**src/hdl/cfnt_pkg.sv**
```systemverilog
package cfnt_pkg;

    localparam int MAX_FACE_SIZE = 1024;
    localparam int SIZE_W        = 11;
    localparam int COORD_W       = 10;
    localparam int COMP_W        = 12;   // signed vector component
    localparam int MAG_W         = 11;
    localparam int SQR_W         = 22;
    localparam int SQ_W          = 24;   // |v|^2
    localparam int REM_W         = 38;   // 127^2 * c^2 remainder
    localparam int PRD_W         = 31;   // q * |v|^2
    localparam int Q_W           = 7;
    localparam int NUM_CELLS     = 7;
    localparam int SCALE_SQ      = 16129;
    localparam logic [7:0] MID   = 8'd128;

    localparam logic [2:0] FACE_PX = 3'd0;
    localparam logic [2:0] FACE_NX = 3'd1;
    localparam logic [2:0] FACE_PY = 3'd2;
    localparam logic [2:0] FACE_NY = 3'd3;
    localparam logic [2:0] FACE_PZ = 3'd4;
    localparam logic [2:0] FACE_NZ = 3'd5;

    typedef struct packed {
        logic [2:0]         face;
        logic [COORD_W-1:0] column;
        logic [COORD_W-1:0] row;
    } t_texel_req;

    typedef struct packed {
        logic [7:0] red;
        logic [7:0] green;
        logic [7:0] blue;
    } t_texel_rgb;

    typedef struct packed {
        logic [REM_W-1:0] rem;
        logic [PRD_W-1:0] prd;
        logic [Q_W-1:0]   q;
        logic             neg;
    } t_lane;

    typedef struct packed {
        logic            valid;
        logic            nodir;
        logic [SQ_W-1:0] sq;
        t_lane [2:0]     lane;
    } t_stage;

endpackage

```
**src/hdl/cfnt_front.sv**
```systemverilog
module cfnt_front (
    input  logic                        i_clk,
    input  logic                        i_rst_n,
    input  logic                        i_en,
    input  logic                        i_valid,
    input  cfnt_pkg::t_texel_req        i_req,
    input  logic [cfnt_pkg::SIZE_W-1:0] i_face_size,
    output cfnt_pkg::t_stage            o_d
);

    logic signed [cfnt_pkg::COMP_W-1:0] s_u, s_a, s_b;
    logic signed [cfnt_pkg::COMP_W-1:0] s_v [3];
    logic                               s_nodir;

    logic                          r_v1, r_v2, r_v3;
    logic                          r_nd1, r_nd2, r_nd3;
    logic [2:0]                    r_neg1, r_neg2, r_neg3;
    logic [cfnt_pkg::MAG_W-1:0]    r_mag [3];
    logic [cfnt_pkg::SQR_W-1:0]    r_sqr [3];
    logic [cfnt_pkg::SQ_W-1:0]     r_sq;
    logic [cfnt_pkg::REM_W-1:0]    r_tgt [3];

    // form the scaled centre direction for the requested face
    always_comb begin
        s_u = cfnt_pkg::COMP_W'(i_face_size);
        s_a = (cfnt_pkg::COMP_W'(i_req.column) <<< 1) + 12'sd1 - s_u;
        s_b = (cfnt_pkg::COMP_W'(i_req.row) <<< 1) + 12'sd1 - s_u;
        s_nodir = 1'b0;
        case (i_req.face)
            cfnt_pkg::FACE_PX: begin s_v[0] = s_u;  s_v[1] = -s_b; s_v[2] = -s_a; end
            cfnt_pkg::FACE_NX: begin s_v[0] = -s_u; s_v[1] = -s_b; s_v[2] = s_a;  end
            cfnt_pkg::FACE_PY: begin s_v[0] = s_a;  s_v[1] = s_u;  s_v[2] = s_b;  end
            cfnt_pkg::FACE_NY: begin s_v[0] = s_a;  s_v[1] = -s_u; s_v[2] = -s_b; end
            cfnt_pkg::FACE_PZ: begin s_v[0] = s_a;  s_v[1] = -s_b; s_v[2] = s_u;  end
            cfnt_pkg::FACE_NZ: begin s_v[0] = -s_a; s_v[1] = -s_b; s_v[2] = -s_u; end
            default: begin
                s_v[0] = '0; s_v[1] = '0; s_v[2] = '0;
                s_nodir = 1'b1;
            end
        endcase
    end

    // valid bits
    always_ff @(posedge i_clk) begin
        if (!i_rst_n) begin
            r_v1 <= 1'b0;
            r_v2 <= 1'b0;
            r_v3 <= 1'b0;
        end else if (i_en) begin
            r_v1 <= i_valid;
            r_v2 <= r_v1;
            r_v3 <= r_v2;
        end
    end

    // magnitude, square, then sum and scaled target
    always_ff @(posedge i_clk) begin
        if (i_en) begin
            r_nd1 <= s_nodir;
            r_nd2 <= r_nd1;
            r_nd3 <= r_nd2;
            r_neg2 <= r_neg1;
            r_neg3 <= r_neg2;
            for (int i = 0; i < 3; i++) begin
                r_neg1[i] <= s_v[i][cfnt_pkg::COMP_W-1];
                r_mag[i]  <= s_v[i][cfnt_pkg::COMP_W-1]
                           ? cfnt_pkg::MAG_W'(-s_v[i]) : cfnt_pkg::MAG_W'(s_v[i]);
                r_sqr[i]  <= cfnt_pkg::SQR_W'(r_mag[i]) * cfnt_pkg::SQR_W'(r_mag[i]);
                r_tgt[i]  <= cfnt_pkg::REM_W'(r_sqr[i]) * cfnt_pkg::REM_W'(cfnt_pkg::SCALE_SQ);
            end
            r_sq <= cfnt_pkg::SQ_W'(r_sqr[0]) + cfnt_pkg::SQ_W'(r_sqr[1])
                  + cfnt_pkg::SQ_W'(r_sqr[2]);
        end
    end

    always_comb begin
        o_d.valid = r_v3;
        o_d.nodir = r_nd3;
        o_d.sq    = r_sq;
        for (int i = 0; i < 3; i++) begin
            o_d.lane[i].rem = r_tgt[i];
            o_d.lane[i].prd = '0;
            o_d.lane[i].q   = '0;
            o_d.lane[i].neg = r_neg3[i];
        end
    end

endmodule

```
**config.mk**
```make
export PLATFORM = sky130hd
export DESIGN_NAME = cfnt_front
export DESIGN_NICKNAME = d
export VERILOG_FILES = /design/src/hdl/cfnt_pkg.sv /design/src/hdl/cfnt_front.sv
export SDC_FILE = /design/constraint.sdc
export NUM_CORES = 2
export LEC_CHECK = 0
export BUFFER_PORTS_ARGS = -buffer_cell sky130_fd_sc_hd__buf_2
export CORE_UTILIZATION = 41
export CTS_BUF_LIST = sky130_fd_sc_hd__clkbuf_8
export CTS_CLUSTER_SIZE = 40
export DETAILED_ROUTE_END_ITERATION = 8
export PLACE_DENSITY = 0.62
export SETUP_SLACK_MARGIN = 0.05
export SLEW_MARGIN = 10
export SYNTH_ARGS = -nofsm -noshare
export SYNTH_HDL_FRONTEND = slang
export SYNTH_SLANG_ARGS = --single-unit
export TNS_END_PERCENT = 1
```
**constraint.sdc**
```tcl
create_clock -name i_clk -period 10.75 [get_ports i_clk]
set_input_delay 1.075 -clock i_clk [delete_from_list [all_inputs] [get_ports i_clk]]
set_output_delay 1.075 -clock i_clk [all_outputs]
set_load 0.05 [all_outputs]
```
==> impl_metrics.ini <==
[placement]
dpl.hpwl_um = 60800
dpl.cell_count = 4589
io_buffers = 171
gp_congestion = 0.886

[routing]
via_per_inst = 4.91
vias = 22960
drc = 0
ant_nets = 0
wl_um = 72900
wire_per_inst_um = 15.6
first_pass_iters = 8
drtIter0Drc = 1116

[final_layout]
final_common_cell = inv_1
drive_gt1_share_pct = 7.74
finalNonFillerCells = 4675
layout_common_cells = inv_1, ha_1, fa_1, edfxtp_1, xnor2_1
syn2layout_area_growth_pct = 7.11
fin_nets = 4565
fillers = 7872

[yosys]
yosys.area.top_type = fa_1
synth_flop_cell = edfxtp_1
synth-seq-area-share_pct = 20.9
syn_area_mm2 = 0.0343
ys_ff_latch = 240
yosysUniqueCellTypes = 76
synth_enable_flop_cells = 237
synthArstFlopShare_pct = 0
syn_area_per_cell_um2 = 10.1
synthTopCellsByArea = fa_1, edfxtp_1, ha_1, inv_1, xnor2_1
yosys_warnings = 0
netlist.area_leader.share_pct = 23.7
syn-instance-count = 3399

[clock_tree]
cts_buffers = 47
worst_skew_pair.late_latency_ps = 660
htreeDepth = 2
cts_root_buf = clkbuf_8
clkSinkCount = 240
postCtsResizedCells = 0
tritoncts = built
postCtsSetupBuffers = 0
clk_pin_slew_ps = 50
clk_path_buf_depth = 3
ctsHoldBuffers = 0

[floorplan]
initial_core_util_pct = 41.6
die_h_um = 291
die_w_um = 291
coreArea_mm2 = 0.0824
die_area_mm2 = 0.0848
rows = 105
num_io_pins = 295

[sta]
finalHoldViolations = 0
skew_ps = 62.8
rsz0062_at_grt = false
fin_tns_setup_ps = 0
max_freq_mhz = 163
drv_slew = 0
finalWorstPathRequiredPeriod_ps = 6130
worst_pin_slew_ps = 988
setup_violations = 0
relSlewSlack_pct = 34.1
period_share_pct = 57.0

[grt]
grt_use_total_pct = 17.4
grt_start_max_net_pins = 109
antenna_found_initial = 2
grt_pass1_vias = 22880
grt_remaining_overflow = 0
grt_pass1_wl_um = 119000

[outcome]
outcome = complete, no violations

[critical_path]
crit_type = register to register
start_kind = register
path_max_fanout = 11
critical_path_required_ps = 11110
end_kind = register
worstPathArrival_ps = 6490

[min_path]
hold_class = register to register

[flow_run]
cap_violations = 0
-- Yosys cell counts (7+ instances only) --
master / number
a2111oi_0: 8
a211oi_1: 22
a21o_1: 51
a21oi_1: 149
a31oi_1: 15
and2_1: 81
and3_1: 17
buf_4: 127
clkbuf_1: 48
edfxtp_1: 237
fa_1: 406
ha_1: 553
inv_1: 659
mux2i_1: 7
nand2_1: 155
nand2b_1: 23
nand3_1: 43
nand3b_1: 7
nor2_1: 155
nor2b_1: 32
nor3_1: 50
nor4_1: 9
o211ai_1: 11
o21a_1: 20
o21ai_0: 81
o21ai_1: 7
o21bai_1: 18
o22ai_1: 17
o31ai_1: 14
or2_2: 15
or3_1: 18
xnor2_1: 179
xor2_1: 65
-- per-layer routing --
metal | global-route usage [%] | share of wire (%) | vias up
met5 | 0 | 0.014 | -
met4 | 4.18 | 2.1 | 2
met3 | 2.27 | 4.3 | 77
met2 | 28.5 | 47 | 439
met1 | 24.2 | 47 | 11118
li1 | - | - | 11324
-- logic make-up (layout without fill, tap and decap cells) --
logic type / count (synthesis) / after routing / share of synthesized area, %
AO/OA/AOI/OAI: 481 / 481 / 9.11
XOR/XNOR: 244 / 244 / 6.24
adder cells (fa/ha/maj): 959 / 959 / 43.9
buffers and inverters: 843 / 919 / 10.6
flip-flops: 240 / 240 / 20.9
multiplexers: 13 / 13 / 0.402
other: 2 / 132 / 0.0219
AND/OR/NAND/NOR: 617 / 617 / 8.75
-- flip-flops by register name, summed over array words and instances (netlist names) --
signal,cells
r_mag,33
r_nd3,1
r_nd1,1
r_sq,24
r_tgt,105
r_v2,1
r_sqr,63
r_neg2,3
r_v1,1
r_neg3,3
r_v3,1
r_nd2,1
r_neg1,3
-- critical path, stage by stage (launching register included) --
cell	delay, ps
edfxtp_1	550
and2_1	270
fa_1	400
ha_1	230
fa_1	530
inv_1	50
fa_1	530
inv_1	50
fa_1	430
ha_1	330
a21oi_1	240
o21bai_1	120
a2111oi_0	630
nor3_1	180
nor2_1	230
a2111oi_0	140
a2111oi_0	630
a21oi_1	180
xnor2_1	180
-- stage by stage --
step / hold slack (ps) / utilization, % / worst slack [ps] / instance area [um2]
floorplan: 400 / - / 5170 / 34800
global placement: 406 / 43.5 / 4660 / 35800
detailed placement: 406 / 43.5 / 4640 / 35800
CTS: 426 / 44.6 / 4650 / 36700
global route: 428 / 44.6 / 4230 / 36700
finish: 420 / 44.6 / 4620 / 36700
-- final timing paths --
check / from / endpoint / slack [ps] / depth (start not counted)
worst min register to register: r_neg2[0]$_DFFE_PP_ / r_neg3[0]$_DFFE_PP_ / 420 / 0
worst min-delay path: r_neg2[0]$_DFFE_PP_ / r_neg3[0]$_DFFE_PP_ / 420 / 0
worst max register to register: r_mag[0][25]$_DFFE_PP_ / r_sqr[0][65]$_DFFE_PP_ / 4620 / 18
worst max-delay path: r_mag[0][25]$_DFFE_PP_ / r_sqr[0][65]$_DFFE_PP_ / 4620 / 18
-- final cells by class --
| cell class | count | area, um2 | share of cell area, % |
|---|---|---|---|
| Clock inverter | 38 | 241 | 0.658 |
| Timing Repair Buffer | 174 | 888 | 2.42 |
| Antenna cell | 1 | 2.50 | 0.00682 |
| Tap cell | 1070 | 1340 | 3.65 |
| Inverter | 660 | 2480 | 6.75 |
| Multi-Input combinational cell | 2445 | 23900 | 65.2 |
| Sequential cell | 240 | 7180 | 19.6 |
| Clock buffer | 47 | 647 | 1.76 |
Power is left out: the tool's default activity adds up to more than one toggle a clock period on the data nets, which glitch-free logic cannot reach.
